[src/rtl/tlg_pkg.sv]
// Package: types, codes and constants for the TPM access lifecycle gate.
`default_nettype none

package tlg_pkg;

  // Largest backend context accepted at install, in bytes
  localparam int unsigned CONTEXT_MAX_BYTES = 64;
  // Lifecycle revision placed in the control word
  localparam int unsigned LIFE_REVISION = 1;

  // Control word fields
  localparam logic [31:0] CW_POISON   = 32'h8000_0000;
  localparam logic [31:0] CW_MAGIC    = 32'h2500_0000;
  localparam logic [31:0] CW_REV_MASK = 32'h0000_ff00;

  // Request codes; the unused code falls to the default arm
  typedef enum logic [2:0] {
    OP_INSTALL  = 3'd0,
    OP_ACQUIRE  = 3'd1,
    OP_TRANSMIT = 3'd2,
    OP_END      = 3'd3,
    OP_FAIL     = 3'd4,
    OP_HANDOFF  = 3'd5,
    OP_QUERY    = 3'd6
  } tlg_op_e;

  // Lifecycle states visible between requests
  typedef enum logic [2:0] {
    LS_UNBOUND    = 3'd0,
    LS_AVAILABLE  = 3'd1,
    LS_OWNED      = 3'd3,
    LS_HANDED_OFF = 3'd5,
    LS_FAILED     = 3'd6
  } tlg_life_e;

  // Completion status
  typedef enum logic [1:0] {
    ST_OK  = 2'd0,
    ST_ARG = 2'd1,
    ST_ERR = 2'd2
  } tlg_status_e;

  // One request
  typedef struct packed {
    logic [2:0]  op;
    logic        args_valid;
    logic        backend_complete;
    logic [15:0] context_len;
    logic [63:0] token_gen;
    logic [15:0] request_len;
    logic [15:0] resp_capacity;
    logic        backend_ok;
    logic        release_ok;
    logic [15:0] backend_resp_len;
  } tlg_req_t;

  // One response
  typedef struct packed {
    logic [1:0]  status;
    logic [2:0]  state_now;
    logic [63:0] token_out;
    logic [15:0] response_len;
    logic        os_access;
    logic [31:0] control_out;
  } tlg_rsp_t;

endpackage

`default_nettype wire

[src/rtl/tlg_if.sv]
// Interfaces: request and response channels of the lifecycle gate.
`default_nettype none

interface tlg_req_if import tlg_pkg::*; ();
  logic     valid;
  logic     ready;
  tlg_req_t data;

  modport source (output valid, output data, input ready);
  modport sink   (input valid, input data, output ready);
endinterface

interface tlg_rsp_if import tlg_pkg::*; ();
  logic     valid;
  logic     ready;
  tlg_rsp_t data;

  modport source (output valid, output data, input ready);
  modport sink   (input valid, input data, output ready);
endinterface

`default_nettype wire

[src/rtl/tpm_access_lifecycle_gate.sv]
// Top level: TPM access lifecycle gate, request register, check logic, response register.
//
// Usage:
//   req_i carries one request per transaction (install, acquire, transmit,
//   end, fail, handoff or query) with the backend outcome flags. rsp_o
//   returns exactly one response per request, in order: status, decoded
//   state, new token, response length, OS access flag and control word.
//   A request is taken into an input register; once the response register is free
//   the checks run against the lifecycle registers, which update, and the response is
//   loaded into the output register. Throughput is one request per cycle while
//   the receiver takes responses, set by the state update (the 64-bit generation
//   increment and compares feeding the lifecycle registers).
//   When the receiver stalls, the response register holds its transaction
//   and one more request can wait in the input register; req_i.ready then
//   drops until the response is taken.
//   Reset (rst_ni low) returns the gate to unbound, clears poison,
//   generation, context length and binding, and empties both registers.
`default_nettype none

module tpm_access_lifecycle_gate import tlg_pkg::*; (
  input  wire logic   clk_i,
  input  wire logic   rst_ni,
  tlg_req_if.sink     req_i,
  tlg_rsp_if.source   rsp_o
);

  // Pipeline control
  logic     in_vld_q;
  tlg_req_t in_q;
  logic     out_vld_q;
  tlg_rsp_t out_q;
  logic     out_free;
  logic     proc;

  // Lifecycle registers
  tlg_life_e   life_q, life_d;
  logic        poison_q, poison_d;
  logic [63:0] gen_q, gen_d;
  logic [15:0] ctx_q, ctx_d;
  logic        bound_q, bound_d;
  logic        rev_q, rev_d;

  // Per-request results
  tlg_status_e status;
  logic [63:0] tok_out;
  logic [15:0] resp_len;
  logic        meta_ok;
  logic        tok_ok;
  logic        gen_inc_ovf;
  logic [63:0] gen_inc;
  tlg_rsp_t    rsp_d;
  logic [2:0]  dec_state;
  logic [7:0]  inv_state;

  assign out_free    = !out_vld_q || rsp_o.ready;
  assign proc        = in_vld_q && out_free;
  assign req_i.ready = !in_vld_q || out_free;

  // Input register
  always_ff @(posedge clk_i or negedge rst_ni) begin
    if (!rst_ni) begin
      in_vld_q <= 1'b0;
    end else if (req_i.ready) begin
      in_vld_q <= req_i.valid;
    end
  end

  always_ff @(posedge clk_i) begin
    if (req_i.ready && req_i.valid) begin
      in_q <= req_i.data;
    end
  end

  // Shared checks
  assign meta_ok     = rev_q && (ctx_q <= 16'(CONTEXT_MAX_BYTES)) && bound_q;
  assign tok_ok      = (in_q.token_gen != 64'd0) && (in_q.token_gen == gen_q);
  assign gen_inc_ovf = &gen_q;
  assign gen_inc     = gen_q + 64'd1;

  // Next state of the lifecycle registers and the per-request results
  always_comb begin
    life_d   = life_q;
    poison_d = poison_q;
    gen_d    = gen_q;
    ctx_d    = ctx_q;
    bound_d  = bound_q;
    rev_d    = rev_q;
    status   = ST_OK;
    tok_out  = 64'd0;
    resp_len = 16'd0;
    case (in_q.op)
      OP_INSTALL: begin
        if (poison_q || life_q != LS_UNBOUND) begin
          poison_d = 1'b1;
          status   = ST_ERR;
        end else if (!in_q.args_valid || !in_q.backend_complete ||
                     in_q.context_len > 16'(CONTEXT_MAX_BYTES)) begin
          life_d = LS_FAILED; poison_d = 1'b1; bound_d = 1'b0; ctx_d = 16'd0;
          status = ST_ARG;
        end else begin
          rev_d = 1'b1;
          if (!in_q.backend_ok) begin
            life_d = LS_FAILED; poison_d = 1'b1; bound_d = 1'b0; ctx_d = 16'd0;
            status = ST_ERR;
          end else begin
            bound_d = 1'b1;
            ctx_d   = in_q.context_len;
            life_d  = LS_AVAILABLE;
          end
        end
      end
      OP_ACQUIRE: begin
        if (!in_q.args_valid) begin
          poison_d = 1'b1;
          status   = ST_ARG;
        end else if (poison_q || life_q != LS_AVAILABLE) begin
          poison_d = 1'b1;
          status   = ST_ERR;
        end else if (!meta_ok || gen_inc_ovf) begin
          life_d = LS_FAILED; poison_d = 1'b1; bound_d = 1'b0; ctx_d = 16'd0;
          status = ST_ERR;
        end else begin
          gen_d   = gen_inc;
          tok_out = gen_inc;
          life_d  = LS_OWNED;
        end
      end
      OP_TRANSMIT: begin
        if (!in_q.args_valid || in_q.request_len == 16'd0 ||
            in_q.resp_capacity == 16'd0) begin
          poison_d = 1'b1;
          status   = ST_ARG;
        end else if (poison_q || life_q != LS_OWNED) begin
          poison_d = 1'b1;
          status   = ST_ERR;
        end else if (!meta_ok || !tok_ok || !in_q.backend_ok ||
                     in_q.backend_resp_len == 16'd0 ||
                     in_q.backend_resp_len > in_q.resp_capacity) begin
          life_d = LS_FAILED; poison_d = 1'b1; bound_d = 1'b0; ctx_d = 16'd0;
          status = ST_ERR;
        end else begin
          resp_len = in_q.backend_resp_len;
        end
      end
      OP_END, OP_FAIL: begin
        if (!in_q.args_valid) begin
          poison_d = 1'b1;
          status   = ST_ARG;
        end else if (poison_q || life_q != LS_OWNED) begin
          poison_d = 1'b1;
          status   = ST_ERR;
        end else if (!meta_ok || !tok_ok) begin
          life_d = LS_FAILED; poison_d = 1'b1; bound_d = 1'b0; ctx_d = 16'd0;
          status = ST_ERR;
        end else if (in_q.op == OP_END) begin
          life_d = LS_AVAILABLE;
        end else begin
          // fail request: seal with success status
          life_d = LS_FAILED; poison_d = 1'b1; bound_d = 1'b0; ctx_d = 16'd0;
        end
      end
      OP_HANDOFF: begin
        if (poison_q || life_q != LS_AVAILABLE) begin
          poison_d = 1'b1;
          status   = ST_ERR;
        end else if (!meta_ok || !in_q.backend_ok || !in_q.release_ok) begin
          life_d = LS_FAILED; poison_d = 1'b1; bound_d = 1'b0; ctx_d = 16'd0;
          status = ST_ERR;
        end else begin
          bound_d = 1'b0;
          ctx_d   = 16'd0;
          life_d  = LS_HANDED_OFF;
        end
      end
      default: begin
        // query and unused code: no change
      end
    endcase
  end

  // Response fields from the updated state
  always_comb begin
    if (life_d == LS_HANDED_OFF) begin
      dec_state = LS_HANDED_OFF;
    end else if (poison_d) begin
      dec_state = LS_FAILED;
    end else begin
      dec_state = life_d;
    end
    inv_state          = ~{5'd0, life_d};
    rsp_d.status       = status;
    rsp_d.state_now    = dec_state;
    rsp_d.token_out    = tok_out;
    rsp_d.response_len = resp_len;
    rsp_d.os_access    = (dec_state == LS_HANDED_OFF) && rev_d && (ctx_d == 16'd0) &&
                         !bound_d;
    rsp_d.control_out  = 32'd0;
    if (life_d != LS_UNBOUND) begin
      rsp_d.control_out = CW_MAGIC | {8'd0, inv_state, 16'd0} |
                          ((32'(LIFE_REVISION) << 8) & CW_REV_MASK) | {29'd0, life_d};
    end
    if (poison_d) begin
      rsp_d.control_out = rsp_d.control_out | CW_POISON;
    end
  end

  // Lifecycle registers
  always_ff @(posedge clk_i or negedge rst_ni) begin
    if (!rst_ni) begin
      life_q   <= LS_UNBOUND;
      poison_q <= 1'b0;
      gen_q    <= 64'd0;
      ctx_q    <= 16'd0;
      bound_q  <= 1'b0;
      rev_q    <= 1'b0;
    end else if (proc) begin
      life_q   <= life_d;
      poison_q <= poison_d;
      gen_q    <= gen_d;
      ctx_q    <= ctx_d;
      bound_q  <= bound_d;
      rev_q    <= rev_d;
    end
  end

  // Response register
  always_ff @(posedge clk_i or negedge rst_ni) begin
    if (!rst_ni) begin
      out_vld_q <= 1'b0;
    end else if (out_free) begin
      out_vld_q <= in_vld_q;
    end
  end

  always_ff @(posedge clk_i) begin
    if (proc) begin
      out_q <= rsp_d;
    end
  end

  assign rsp_o.valid = out_vld_q;
  assign rsp_o.data  = out_q;

endmodule

`default_nettype wire

[src/flat_wrapper.sv]
// flat-port wrapper written by rule: the top's interface ports become plain ports
module tpm_access_lifecycle_gate_flat import tlg_pkg::*;
  (clk_i, rst_ni, req_i_valid, req_i_data, req_i_ready, rsp_o_valid, rsp_o_data, rsp_o_ready);
  tlg_req_if req_i_i ();
  tlg_rsp_if rsp_o_i ();
  input  wire logic clk_i;
  input  wire logic rst_ni;
  input wire logic [$bits(req_i_i.valid)-1:0] req_i_valid;
  input wire logic [$bits(req_i_i.data)-1:0] req_i_data;
  output wire logic [$bits(req_i_i.ready)-1:0] req_i_ready;
  output wire logic [$bits(rsp_o_i.valid)-1:0] rsp_o_valid;
  output wire logic [$bits(rsp_o_i.data)-1:0] rsp_o_data;
  input wire logic [$bits(rsp_o_i.ready)-1:0] rsp_o_ready;
  assign req_i_i.valid = req_i_valid;
  assign req_i_i.data = req_i_data;
  assign req_i_ready = req_i_i.ready;
  assign rsp_o_valid = rsp_o_i.valid;
  assign rsp_o_data = rsp_o_i.data;
  assign rsp_o_i.ready = rsp_o_ready;
  tpm_access_lifecycle_gate u_core (.clk_i(clk_i), .rst_ni(rst_ni), .req_i(req_i_i), .rsp_o(rsp_o_i));
endmodule
[config.mk]
export PLATFORM = sky130hd
export DESIGN_NAME = tpm_access_lifecycle_gate_flat
export DESIGN_NICKNAME = d
export VERILOG_FILES = /design/src/rtl/tlg_pkg.sv /design/src/rtl/tlg_if.sv /design/src/rtl/tpm_access_lifecycle_gate.sv /design/src/flat_wrapper.sv
export SDC_FILE = /design/constraint.sdc
export NUM_CORES = 1
export LEC_CHECK = 0
export BUFFER_PORTS_ARGS = -buffer_cell sky130_fd_sc_hd__buf_2
export CELL_PAD_IN_SITES_DETAIL_PLACEMENT = 0
export CELL_PAD_IN_SITES_GLOBAL_PLACEMENT = 1
export CORE_AREA = 2 2 150 225
export DETAILED_ROUTE_END_ITERATION = 16
export DIE_AREA = 0 0 152 227
export GPL_ROUTABILITY_DRIVEN = 0
export PLACE_DENSITY = 0.9
export SLEW_MARGIN = 25
export SYNTH_ARGS = -nofsm -noshare
export SYNTH_HDL_FRONTEND = slang
export SYNTH_SLANG_ARGS = --single-unit
[constraint.sdc]
create_clock -name clk_i -period 5.4 [get_ports clk_i]
set_clock_uncertainty 0.1 [all_clocks]
set_input_delay 0.27 -clock clk_i [delete_from_list [all_inputs] [get_ports clk_i]]
set_output_delay 0.27 -clock clk_i [all_outputs]
set_load 0.05 [all_outputs]
# After elaboration in Yosys (flattened, before gate mapping)

Cells that the tools add are included.

$add $sub $neg: 1
Multipliers: 0
Div/mod/pow operators: 0
Order comparisons: 3
Equality and inequality tests: 10
Shift-type cells: 0
Muxes and demuxes: 83
Bitwise gates (word level): 7
Reduce and logical (&&, ||, !) cells: 46

Operators by type and width:

| cell                                                            | number |
|---|---|
| two-way mux 16 bit                                              | 14 |
| case mux 16 bit (5 select lines)                                | 1 |
| adder 64 x 1 -> 64 bit (second input constant)                  | 1 |
| equality test 64 bit                                            | 1 |
| zero test 16 bit                                                | 4 |
| AND reduction 64 bit                                            | 1 |
| nonzero test 64 bit                                             | 1 |
| two-way mux 3 bit                                               | 16 |
| two-way mux 1 bit                                               | 32 |
| two-way mux 32 bit                                              | 1 |
| two-way mux 2 bit                                               | 15 |
| bitwise OR 30 x 3 -> 30 bit                                     | 1 |
| greater-than comparator 16 bit                                  | 1 |
| greater-than comparator 16 x 7 -> 1 bit (second input constant) | 1 |
| <= comparator 16 x 7 -> 1 bit (second input constant)           | 1 |
| logical OR 1 bit                                                | 16 |
| case mux 3 bit (5 select lines)                                 | 1 |
| equality test 3 bit (second input constant)                     | 4 |
| case mux 1 bit (5 select lines)                                 | 2 |
| case mux 2 bit (5 select lines)                                 | 1 |
| zero test 1 bit                                                 | 9 |
| logical AND 1 bit                                               | 8 |
| inverter 3 -> 8 bit                                             | 1 |
| OR reduction 4 bit                                              | 2 |
| other kinds (9)                                                 | 15 |

Register bits: 341
Bits in latches: 0
Memory bits (writable): 0
Memory bits (read-only): 0
Output and inout bits: 120
Logic and storage cells: 175
Memories: 0

# Depth between registers and ports, before layout

Gate-level depths: netlist (run 1).

Depth in word-level cells: 18
Depth in mapped cells: 12
Gate-level depth less buffers: 11

# Least setup slack after synthesis (run 1)

No wires, ideal clock.

Kind: reg-to-reg
From: register u_core.out_vld_q (netlist: u_core.rsp_o.valid)
To: register u_core.in_q[0] in the netlist's numbering (enable)
Arrival time: 4.289 ns
Data required time: 4.790 ns
Slack: 0.502 ns
Cell stages (with the launch flop): 3
Path through: dfrtp_1 > nand3b_1 > and2_1

Word-level cells in the longest chain between the ends: 4

RTL lines:

| what                     | RTL line                         | text |
|---|---|---|
| start: declaration       | tpm_access_lifecycle_gate.sv:30  | `logic out_vld_q;` |
| start signal: assignment | tpm_access_lifecycle_gate.sv:231 | `out_vld_q <= in_vld_q;` |
| zero test 1 bit          | tpm_access_lifecycle_gate.sv:55  | `assign out_free = !out_vld_q \|\| rsp_o.ready;` |
| logical OR 1 bit         | tpm_access_lifecycle_gate.sv:55  |  |
| logical OR 1 bit         | tpm_access_lifecycle_gate.sv:57  | `assign req_i.ready = !in_vld_q \|\| out_free;` |
| named net req_i_ready    | flat_wrapper.sv:10               | `output wire logic [$bits(req_i_i.ready)-1:0] req_i_ready;` |
| logical AND 1 bit        | tpm_access_lifecycle_gate.sv:69  | `if (req_i.ready && req_i.valid) begin` |
| end signal: assignment   | tpm_access_lifecycle_gate.sv:70  | `in_q <= req_i.data;` |
| end: declaration         | tpm_access_lifecycle_gate.sv:29  | `tlg_req_t in_q;` |

The timed path passes the listed nets, and every way through them passes these cells.
A chain may end at the register's enable or synchronous reset.

# Worst setup path in the final report (run 1)

From: register u_core.gen_q[0]
To: register u_core.out_q, in the netlist u_core.rsp_o.data[70] (data pin)

Word-level cells in the longest chain between the ends: 3
Elaborated cells between the ends (all ways): 4
Classes of those cells: add/sub: 1; reduce/logical: 3

RTL lines:

| what                                                           | RTL line                         | text |
|---|---|---|
| start: declaration                                             | tpm_access_lifecycle_gate.sv:38  | `logic [63:0] gen_q, gen_d;` |
| start signal: assignment                                       | tpm_access_lifecycle_gate.sv:219 | `gen_q <= gen_d;` |
| branches (longest 3 deep; another with adder 64 x 1 -> 64 bit) | n/a                              |  |
| end signal: assignment                                         | tpm_access_lifecycle_gate.sv:237 | `out_q <= rsp_d;` |
| end: declaration                                               | tpm_access_lifecycle_gate.sv:31  | `tlg_rsp_t out_q;` |

Several ways; the timed one is not identified.

==> results, run 1 <==
- The share of synthesized area in the top cell type comes to 0.476.
- With fillers left out, the area of the finished cells amounts to 18300 µm².
- The global-route wire length before repair is about 59000 µm.
- Walking the worst path, the cells encountered are ha_1, nand3_1, nor2_1, nand4_1, nor3_1, a31oi_1, nand2_2, buf_4, nor2_1.
- Sorting the synthesized cells by how often they occur yields edfxtp_1, nor2_1, xor2_1.
- The maximum clock path buffer count is 3.
- TritonCTS built the clock tree.
- The critical-path maximum fanout is 52.
- Across the run, the number of max-cap violations was 0.
- Counting the fill cells in the layout gives around 2600.
- The post-synthesis instance area is approximately 14000 µm².
- For the pin with the worst max-slew slack, the measured transition is about 1.1 ns.
- The number of hold violations in the final report is 0.
- For this run, the slowest stage of the critical path takes slightly above 0.7 ns.
- The cell at the root of the clock tree is clkbuf_16.
- At the later pin of the worst-skew pair, clock insertion delay measures 0.56 ns.
- The data arrival time of the critical path is about 4.0 ns.
- The average instance in the mapped netlist occupies 12.2 µm².
- In the post-synthesis netlist, the cell with the most instances is edfxtp_1.
- The number of global-route vias before repair is ~11000.
- The number of warnings issued by yosys is 0.
- Once detail routing completed, the nets flagged for antenna violations numbered 0.
- The estimated wirelength of the detail-placed design is about 27000 µm.
- In this run the tightest slew margin relative to its limit is 0.288.
- Setup repair after global routing left no endpoint under its margin.
- After detailed routing, the number of vias per cell comes to 5.30.
- The area growth from synthesis to layout is 26.4%.
- For the worst setup path, the data required time is 5.60 ns.
- The floorplan row count is about 80.
- The critical path class is register to register.
- Across all layers, the routed design uses about 10000 vias.
- In the synthesized netlist, the number of instances is approximately 1200.
- The post-place instance area is 15800 µm².
- After detailed routing, the average wire length per cell comes to between 15 and 20 µm.
- The number of DRC markers in iteration 0 is 913.
- The share of total power dissipated in sequential elements is 0.497.
- The clock transition time at the flip-flop clock pins of the worst setup and hold paths is around 0.07 ns.
- Setup violations remaining at the end of the flow were counted as 0.
- The part of the total power dissipated in the clock network is 0.385.
- The number of antenna repair diodes is 0.
- The area of the core is between 30000 and 40000 µm².
- For this design the static power due to leakage is between 7 and 8 nW.
- Sorting the synthesized cells by area gives the leading types as edfxtp_1, dfrtp_1, xor2_1, xnor2_1, nor2_1.
- The worst setup path is launched from a register.
- The number of gates given a new drive strength after cts is 0.
- The most instantiated flip-flop cell in the synthesis netlist is edfxtp_1.
- The total global routing overflow is 0.
- For this block, the routed nets add up to between 30000 and 40000 µm of wire.
- The element type at the critical path end is a register.
- The starting density of the core is 0.444.
- The top-level I/O count is roughly 260.
- The number of enable-type register cells in the synthesized netlist is 229.
- Counting I/O delays and the setup requirement, the final critical path takes about 3.8 ns.
- The kind of cell with the highest combined delay along the critical path is simple AND/OR/NAND/NOR gates.
- The cell count of the worst reg-to-reg path is 9.
- Across every metal layer, demand over resource in global routing totals 0.221.
- Across the VDD grid, the largest voltage drop is about 0.27 mV.
- In this run the number of H-tree levels came out at 1.
- The internal portion of the total power is 0.00426 W.
- The ratio of total power to cell area is between 300 and 400 nW/µm².
- The largest total area in the synthesized netlist belongs to edfxtp_1.
- In the finished design, the share of the clock period the worst path needs comes to 0.696.
- The number of antenna violations at the first check in global routing was 0.
- Of the total power, the share spent switching nets is 0.259.
- The final setup TNS is 0 ns.
- The tightest hold path in the finished design has a slack of ~0.15 ns.
- The kind of path behind the tightest hold check is input port to asynchronous set/reset pin.
- The post-synthesis register bit count is around 320.
- The largest net degree at the start of global routing is 70.
- The switching power is 0.00149 W.
- In the final layout, the share of cells above drive strength 1 is 0.207.
- Timing would allow up to around 0.27 GHz.
- The number of remaining DRC errors is 0.
- The vertical die dimension is 227 µm.
- The iteration count of the initial detailed-routing pass is 5.
- Buffers placed on the I/O ports in this run total around 240.
- After synthesis, the netlist uses 66 different library cells.
- Counting both buffers and inverters, the worst setup path holds a total of 1.
- Clock tree synthesis inserted a total of 30 buffers.
- The critical path crosses 9 cells after its start point.
- The flow ran to the end, and the final reports show no timing, DRC or antenna violations.
- The max-slew violation total from the final report is 0.
- The die covers around 35000 µm².
- The clock drives around 320 sinks.
- Of all flip-flops after synthesis, the portion carrying an async set or reset was 0.278.
- For this run, the register share of the synthesized area comes to 0.629.
- The most numerous cell type found on the critical path is nor2_1.
- The final layout contains between 1500 and 2000 nets.
- The slowest cell on the critical path is nand2_2.
- In this run the post-CTS setup repair buffer count came out at 0.
- The width of the chip is 152 µm.
- The combinational group share of total power is 0.119.
==> sequential cells by signal, indices dropped and copies added, names as in the netlist <==
signal              flops
u_core.ctx_q           16
u_core.rsp_o.valid      1
u_core.bound_q          1
u_core.gen_q           64
u_core.in_vld_q         1
u_core.life_q           3
u_core.in_q           135
u_core.rev_q            1
u_core.rsp_o.data      94
u_core.poison_q         1
==> cell usage in the layout, fill, tap and decap left out, types with 30 or more instances in the layout <==
cell             n
buf_2          241
edfxtp_1       229
dlygate4sd3_1  139
nor2_1         129
xor2_1         118
dfrtp_1         88
nand2_1         77
xnor2_1         71
nor4_1          56
nand3_1         38
nand4_1         38
inv_1           32
clkbuf_16       31
and2_1          30
==> area by class of cell <==
class                           count  area [µm²]  share of cell area
Clock inverter                     22         250              0.0137
Tap cell                          415         519              0.0284
Clock buffer                       33         783              0.0429
Sequential cell                   317        9080               0.497
Multi-Input combinational cell    746        4810               0.264
Timing Repair Buffer              390        2670               0.146
Inverter                           35         134             0.00734
==> timing repair <==
| item | CTS | global route |
|---|---|---|
| hold buffers | 139 | 0 |
| hold endpoints to repair | 177 | 0 |
| setup endpoints to repair | 0 | 0 |
==> cell families (layout without fill, tap and decap cells) <==
| group | Yosys count | count (layout) | synth area share |
|---|---|---|---|
| and+or+nand+nor | 446 | 446 | 0.159 |
| AOI/OAI and AO/OA | 76 | 76 | 0.0386 |
| muxes | 2 | 2 | 0.00156 |
| DFF | 317 | 317 | 0.629 |
| other | 1 | 16 | 0.000260 |
| xor gates and xnor gates | 189 | 189 | 0.115 |
| buffers and inverters | 135 | 480 | 0.0426 |
| adders and majority gates | 17 | 17 | 0.0147 |
==> worst reg2reg max path, stage by stage (launching register included) <==
cell     delay [ns]
dfrtp_1        0.44
ha_1           0.24
nand3_1        0.21
nor2_1         0.33
nand4_1        0.38
nor3_1         0.44
a31oi_1        0.22
nand2_2        0.71
buf_4          0.36
nor2_1         0.07
==> power groups by stage <==
stage          logic [W]  registers, W  clock network (W)
2_1_floorplan   0.000268       0.00305                  0
3_3_place_gp    0.000594       0.00290                  0
3_5_place_dp    0.000601       0.00290                  0
4_1_cts         0.000681       0.00286            0.00224
5_1_grt         0.000728       0.00287            0.00235
6_report        0.000684       0.00286            0.00221
==> through the flow <==
step,cells,total power (W),setup WS [ns],utilization
floorplan,1198,0.00332,0.502,-
global placement,1764,0.00350,1.81,0.486
detailed placement,1764,0.00351,1.64,0.486
CTS,1958,0.00577,1.61,0.561
global route,1958,0.00595,1.22,0.561
finish,1958,0.00575,1.64,0.561
==> metal layers <==
| metal | up-vias | share of wire | track usage |
|---|---|---|---|
| met4 | 0 | 0.059 | 0.125 |
| met5 | - | 0 | 0 |
| met2 | 462 | 0.53 | 0.410 |
| met1 | 4993 | 0.36 | 0.244 |
| li1 | 4818 | - | - |
| met3 | 108 | 0.054 | 0.0289 |
==> final timing paths <==
path / to / from / slack [ns]
max: u_core.rsp_o.data[70] / u_core.gen_q[0] / 1.64
min: u_core.gen_q[25] / rst_ni / 0.15
max reg2reg: u_core.rsp_o.data[70] / u_core.gen_q[0] / 1.64
min reg2reg: u_core.ctx_q[12] / u_core.ctx_q[12] / 0.38
max in group asynchronous: u_core.gen_q[57] / rst_ni / 3.97
min in group clk_i: u_core.in_q[55] / req_i_data[55] / 0.32
Note: power is estimated with default switching activity, not from simulation.
==> inputs of run 2 (changes only) <==
==> constraint.sdc (replaced) <==
create_clock -name clk_i -period 3.5 [get_ports clk_i]
set_clock_uncertainty 0.1 [all_clocks]
set_input_delay 0.175 -clock clk_i [delete_from_list [all_inputs] [get_ports clk_i]]
set_output_delay 0.175 -clock clk_i [all_outputs]
set_load 0.05 [all_outputs]
==> run 2 against run 1 <==
Against the previous run: via count is 1.6% higher; cell count is 2.0% higher; critical path type unchanged; clock power is 50% higher.
==> results, run 2 (synthesis gave the netlist of run 1 again) <==
- The routed wire length is 40200 µm (+3.3%).
- The ratio of routed vias to standard cells came to 5.28 (-0.46%).
- The least setup slack across all paths after layout was 0.201 ns (-1.44 ns).
- The static leakage came to 7.64 nW (+2.8%).
- The worst flop-to-flop path startpoint is u_core.gen_q[27].
- The final setup TNS is 0 ns (unchanged).
- The clock transition time at the flip-flop clock pins of the worst setup and hold paths is 0.06 ns (about the same).
- The delay of the slowest cell on the worst path is 0.52 ns (-0.19 ns).
- The number of hold violations in the final report is 0 (unchanged).
- The number of gates given a new drive strength after cts is 0 (unchanged).
- The number of fill cells was 2625 (+0.15%).
- The die area is 34500 µm² (unchanged).
- The number of antenna repair diodes is 0 (unchanged).
- The count of antenna-violating nets left after detailed routing was 0 (unchanged).
- The global-route usage over all layers came to 0.228 (+0.00642).
- The top-level I/O count is 259 (unchanged).
- The worst ir drop on vdd is 0.623 mV (+130%).
- The number of DRC markers in iteration 0 was 804 (-12%).
- The number of remaining DRC errors is 0 (unchanged).
- The remaining max-slew budget at the tightest pin came to 0.592 (+0.303).
- The iteration count of the initial detailed-routing pass came to 5 (unchanged).
- The total of endpoints with negative setup slack in the final report came to 0 (unchanged).
- The critical path class is register to register.
- The max-slew violation total from the final report was 0 (unchanged).
- The area of the core is 32500 µm² (unchanged).
- The number of antenna violations at the first check in global routing was 0 (unchanged).
- The relative area change from synthesis to final layout is 28.7%.
- The starting density of the core is 0.444 (unchanged).
- The vertical die dimension was 227 µm (unchanged).
- The clock latency at the later pin of the worst-skew pair came to 0.57 ns (about the same).
- Counting stages on the worst path, the most repeated cell is nand4_1.
- The library cells used most frequently in the layout, excluding fill and tap cells, are buf_2, edfxtp_1, dlygate4sd3_1, nor2_1, xor2_1.
- The number of sinks handled by clock tree synthesis is 317 (unchanged).
- The critical path startpoint is u_core.gen_q[27].
- The TritonCTS clock tree is done.
- The pin slew with the least headroom to its limit is 0.606 ns (-0.461 ns).
- The total via count after detailed routing is 10500 (+1.6%).
- The width of the chip is 152 µm (unchanged).
- The number of global-route vias before repair is 11000 (+3.2%).
- The portion of the clock cycle consumed by the worst path in the final layout came to 0.942 (+0.246).
- STA classifies the critical path endpoint as a register.
- Setup repair after global routing left no endpoint under its margin.
- The critical-path maximum fanout is 6 (-88%).
- The worst reg-to-reg setup slack is 0.20 ns (-1.44 ns).
- The library cell used most frequently in the layout, excluding fill and tap cells, is buf_2.
- The fmax came to 0.303 GHz (+14%).
- The largest net degree at the start of global routing is 72 (+2.9%).
- The maximum level of the CTS H-tree is 1 (unchanged).
- The run finished with clean final reports.
- The fraction of final layout cells with drive strength greater than 1 was 0.225 (+0.0175).
- The max-capacitance violation count is 0 (unchanged).
- The estimated wirelength of the detail-placed design was 27800 µm (+2.8%).
- The critical path goes through xor2_1, nor4_1, nand4_1, nor3_2, nand4_1, o21ai_0, a41oi_1, buf_4, o21a_1.
- The ratio of total power to cell area is 474 nW/µm² (+50%).
- The slowest cell on the critical path is o21ai_0.
- The most flop-heavy register is u_core.in_q.
- The routed wirelength normalized by instance count is 20.1 µm (+1.2%).
- The number of flip-flops in the largest register is 135 (unchanged).
- The worst slack at placement was 0.107 ns (-1.53 ns).
- The global-route wire length before repair is 60800 µm (+2.8%).
- STA classifies the critical path startpoint as a register.
- The minimum clock period after layout is 3.30 ns (-0.461 ns).
- The total global routing overflow came to 0 (unchanged).
- The maximum clock path buffer count is 3 (unchanged).
- The count of input and output buffers was 242 (unchanged).
- The data required time of the critical path is 3.71 ns (-1.89 ns).
- The tree is rooted in a clkbuf_16.
- The total CTS buffers is 31 (+3.3%).
- The data arrival time of the critical path is 3.51 ns (-0.45 ns).
- The number of nets at the end of the flow came to 1716 (+2.4%).
- In this run the most critical hold path is launched from req_i_data[10].
- The worst hold path belongs to the class input port to register.
- The floorplan row count is 81 (unchanged).
## run 2: cell count changes in the layout (fill, tap and decap cells not counted), moves of 2 or more
cell        previous run  this run
buf_4                 10        43
buf_12                 0         4
clkinv_2               5         8
clkinv_1               6         8
clkinv_4               3         1
clkinvlp_4             1         3
inv_6                  2         0
## run 2: path summary, 6_finish.rpt
path	cells after the start	end
setup / recovery	9	u_core.rsp_o.data[114]
hold / removal	2	u_core.in_q[10]
setup reg to reg	9	u_core.rsp_o.data[114]
hold reg to reg	1	u_core.ctx_q[8]
max in group asynchronous	5	u_core.gen_q[7]
min in group asynchronous	3	u_core.gen_q[28]
## run 2: report_power, final
| part | switching [W] | total (W) | internal [W] | leakage, nW |
|---|---|---|---|---|
| Sequential | 0.000131 | 0.00440 | 0.00427 | 3.46 |
| Clock | 0.00140 | 0.00331 | 0.00191 | 0.485 |
| Combinational | 0.000747 | 0.00109 | 0.000347 | 3.70 |
## run 2: stage by stage
step	area, µm²	cells	hold WS [ns]	utilization	total power, W
floorplan	14500	1198	-0.221	-	0.00511
global placement	16100	1800	0.252	0.496	0.00541
detailed placement	16100	1800	0.253	0.496	0.00542
CTS	18500	1995	0.189	0.570	0.00883
global route	18600	1998	0.207	0.571	0.00910
finish	18600	1998	0.214	0.571	0.00880
## run 2: cell type report
| class | instances | area [µm²] | share of cell area |
|---|---|---|---|
| clock buffer | 34 | 787 | 0.0424 |
| clock inverter | 22 | 213 | 0.0114 |
| inverter | 35 | 133 | 0.00714 |
| multi-input combinational | 746 | 4810 | 0.259 |
| sequential | 317 | 9080 | 0.489 |
| timing repair buffer | 429 | 3040 | 0.163 |
| tap | 415 | 519 | 0.0279 |
## run 2: worst max-delay path: cells and delay by family (launching register included)
family / cells / cell delay (ns)
AND/OR/NAND/NOR: 4 / 1.00
AO/OA/AOI/OAI: 3 / 0.95
flip-flops: 1 / 0.49
XOR/XNOR: 1 / 0.29
buffers and inverters: 1 / 0.22
## run 2: routing by layer
metal	share of wire	global-route usage	wire length (µm)
met1	0.35	0.247	14200
met4	0.062	0.134	2500
met3	0.053	0.0318	2150
met5	0	0	0
met2	0.53	0.423	21300
## run 2: timing repair
| item | 4_1_cts | 5_1_grt |
|---|---|---|
| hold buffers | 139 | 1 |
| buffers inserted | 0 | 1 |
| endpoints found under the setup margin | 0 | 15 |
| endpoints found under the hold margin | 204 | 15 |
==> inputs of run 3 (changes only) <==
--- a/config.mk
+++ b/config.mk
@@ -8,11 +8,11 @@
 export BUFFER_PORTS_ARGS = -buffer_cell sky130_fd_sc_hd__buf_2
 export CELL_PAD_IN_SITES_DETAIL_PLACEMENT = 0
 export CELL_PAD_IN_SITES_GLOBAL_PLACEMENT = 1
-export CORE_AREA = 2 2 150 225
+export CORE_AREA = 2 2 165 247
 export DETAILED_ROUTE_END_ITERATION = 16
-export DIE_AREA = 0 0 152 227
+export DIE_AREA = 0 0 167 249
 export GPL_ROUTABILITY_DRIVEN = 0
-export PLACE_DENSITY = 0.9
+export PLACE_DENSITY = 0.78
 export SLEW_MARGIN = 25
 export SYNTH_ARGS = -nofsm -noshare
 export SYNTH_HDL_FRONTEND = slang
==> constraint.sdc (replaced) <==
create_clock -name clk_i -period 4.3 [get_ports clk_i]
set_clock_uncertainty 0.1 [all_clocks]
set_input_delay 0.215 -clock clk_i [delete_from_list [all_inputs] [get_ports clk_i]]
set_output_delay 0.215 -clock clk_i [all_outputs]
set_load 0.01 [all_outputs]
==> run 3 against run 2 <==
Against the previous run: core utilization down 9.9 points; sequential power shrank 19%; non-clock buffer count decreased by 36.
==> results, run 3 (synthesis gave the netlist of run 1 again) <==
- The run finished with clean final reports.
- The post-place instance area is 16000 µm² (-1.1%).
- The maximum level of the CTS H-tree is 2 (+1).
- The iteration count of the initial detailed-routing pass is 6 (+1).
- The final setup TNS is 0 ns (unchanged).
- The number of flip-flops in the largest register is 135 (unchanged).
- The clock transition time at the flip-flop clock pins of the worst setup and hold paths was 0.07 ns (about the same).
- The width of the chip is 167 µm (+9.9%).
- The number of sinks handled by clock tree synthesis is 317 (unchanged).
- The number of DRC markers in iteration 0 is 758 (-5.7%).
- The worst slack at placement is 0.721 ns (+0.614 ns).
- The tree is rooted in a clkbuf_16.
- The count of input and output buffers is 242 (unchanged).
- The relative area change from synthesis to final layout is 28.6% (about the same).
- The path class of the tightest hold or removal check is input port to asynchronous set/reset pin.
- The number of antenna violations at the first check in global routing is 1 (+1).
- The ratio of total power to cell area is 395 nW/µm² (-17%).
- The global-route wire length before repair came to 61600 µm (+1.3%).
- The number of remaining DRC errors was 0 (unchanged).
- Leaving out fill and tap cells, the most frequent cells in the layout are buf_2, edfxtp_1, dlygate4sd3_1, nor2_1, xor2_1.
- The number of standard cells in the final layout excluding fillers is 2052 (+2.7%).
- The global-route usage over all layers is 0.194 (-0.0334).
- The largest net degree at the start of global routing is 66 (-8.3%).
- The number of hold violations in the final report came to 0 (unchanged).
- The number of buffers inserted by post-CTS setup repair is 0 (unchanged).
- The portion of the clock cycle consumed by the worst path in the final layout is 0.849 (-0.0932).
- The number of antenna repair diodes came to 0 (unchanged).
- The starting density of the core is 0.367 (-0.0765).
- The number of gates given a new drive strength after cts was 0 (unchanged).
- The max-slew violation total from the final report is 0 (unchanged).
- The number of buffers inserted for hold repair after clock tree synthesis is 139 (unchanged).
- The critical path startpoint is u_core.in_q[132].
- The vertical die dimension was 249 µm (+9.7%).
- The least setup slack across all paths after layout came to 0.648 ns (+0.447 ns).
- The top-level I/O count was 259 (unchanged).
- STA classifies the critical path startpoint as a register.
- The minimum clock period after layout was 3.65 ns (+0.353 ns).
- The fmax came to 0.274 GHz (-9.7%).
- The total global routing overflow was 0 (unchanged).
- The number of global-route vias before repair was 10800 (-1.7%).
- The critical-path maximum fanout was 13 (+7).
- The total via count after detailed routing was 10400 (-1.8%).
- The worst ir drop on vdd is 0.385 mV (-38%).
- The max-capacitance violation count was 0 (unchanged).
- The total of endpoints with negative setup slack in the final report was 0 (unchanged).
- The most flop-heavy register is u_core.in_q.
- The floorplan row count is 89 (+9.9%).
- The remaining max-slew budget at the tightest pin is 0.385 (-0.206).
- The maximum clock path buffer count is 3 (unchanged).
- The routed wire length is 40900 µm (+1.7%).
- The data required time of the critical path was 4.46 ns (+0.75 ns).
- In this run the critical register-to-register path is launched from u_core.in_q[132].
- The count of antenna-violating nets left after detailed routing is 0 (unchanged).
- The critical path in this run is classified as register to register.
- The number of nets at the end of the flow is 1683 (-1.9%).
- Setup repair after global routing left no endpoint under its margin.
- The pin slew with the least headroom to its limit is 0.922 ns (+0.316 ns).
- The area of all placed cells without fillers is 18600 µm² (about the same).
- The ratio of routed vias to standard cells is 5.05 (-4.4%).
- The clock latency at the later pin of the worst-skew pair is 0.52 ns (-0.05 ns).
- Leaving out fill and tap cells, the most frequent cell in the layout is buf_2.
- The element type at the critical path end is a register.
- The die area is 41600 µm² (+21%).
- The TritonCTS clock tree is done.
- The area of the core is 39300 µm² (+21%).
- The estimated wirelength of the detail-placed design was 28900 µm (+4.0%).
- The number of fill cells came to 3516 (+34%).
- The cell count after placement is 1852 (+2.9%).
- The data arrival time of the critical path came to 3.81 ns (+0.30 ns).
- The routed wirelength normalized by instance count was 19.9 µm (-0.99%).
- The fraction of final layout cells with drive strength greater than 1 is 0.214 (-0.0110).
- The total CTS buffers is 34 (+9.7%).
- The static leakage is 7.53 nW (-1.4%).
## run 3: cell count changes in the layout (fill, tap and decap cells not counted)
cell | previous run | this run
buf_12 | 4 | 1
buf_16 | 1 | 0
buf_4 | 43 | 12
bufinv_16 | 4 | 5
clkbuf_16 | 31 | 37
clkbuf_8 | 0 | 2
clkinv_1 | 8 | 2
clkinv_2 | 8 | 4
clkinv_4 | 1 | 3
clkinvlp_4 | 3 | 4
dlygate4sd3_1 | 140 | 139
inv_4 | 0 | 1
inv_6 | 0 | 2
## run 3: cell type report
class	count	area, µm²	share of cell area
well taps	500	626	0.0337
flip-flops and latches	317	9080	0.489
repair buffers	393	2710	0.146
inverters	35	134	0.00721
clock buffers	42	965	0.0519
clock inverters	19	248	0.0133
multi-input cells	746	4810	0.259
## run 3: final timing paths
kind                                           to  slack [ns]  depth (start not counted)
setup / recovery           u_core.rsp_o.data[114]        0.65                          9
hold / removal                   u_core.gen_q[25]        0.23                          2
setup reg to reg           u_core.rsp_o.data[114]        0.65                          9
hold reg to reg                  u_core.ctx_q[13]        0.39                          1
max in group asynchronous            u_core.rev_q        2.88                          3
min in group clk_i                u_core.in_q[14]        0.30                          2
## run 3: routing by layer
metal | share of wire | global-route usage | vias up
met2 | 0.54 | 0.364 | 413
met3 | 0.054 | 0.0313 | 116
li1 | - | - | 4835
met5 | 0 | 0 | -
met1 | 0.35 | 0.204 | 4992
met4 | 0.059 | 0.107 | 0
## run 3: metrics by stage
step            util  power, W  hold slack [ns]
2_1_floorplan      -   0.00390           -0.181
3_3_place_gp   0.406   0.00415            0.242
3_5_place_dp   0.406   0.00416            0.252
4_1_cts        0.472   0.00741            0.270
5_1_grt        0.472   0.00761            0.280
6_report       0.472   0.00734            0.231
## run 3: critical path, cell delays in order, from the launching register on
cell,delay [ns]
edfxtp_1,0.59
nor2b_1,0.56
nand3_1,0.38
or3_1,0.40
nor4_1,0.30
or4_4,0.24
a21oi_1,0.07
a211oi_4,0.42
nand3b_1,0.20
o21a_1,0.14
## run 3: where the power goes
part	total, W	switching [W]	internal (W)	leakage [nW]
logic	0.000611	0.000348	0.000263	3.49
registers	0.00358	0.000110	0.00347	3.46
clock network	0.00314	0.00123	0.00191	0.584
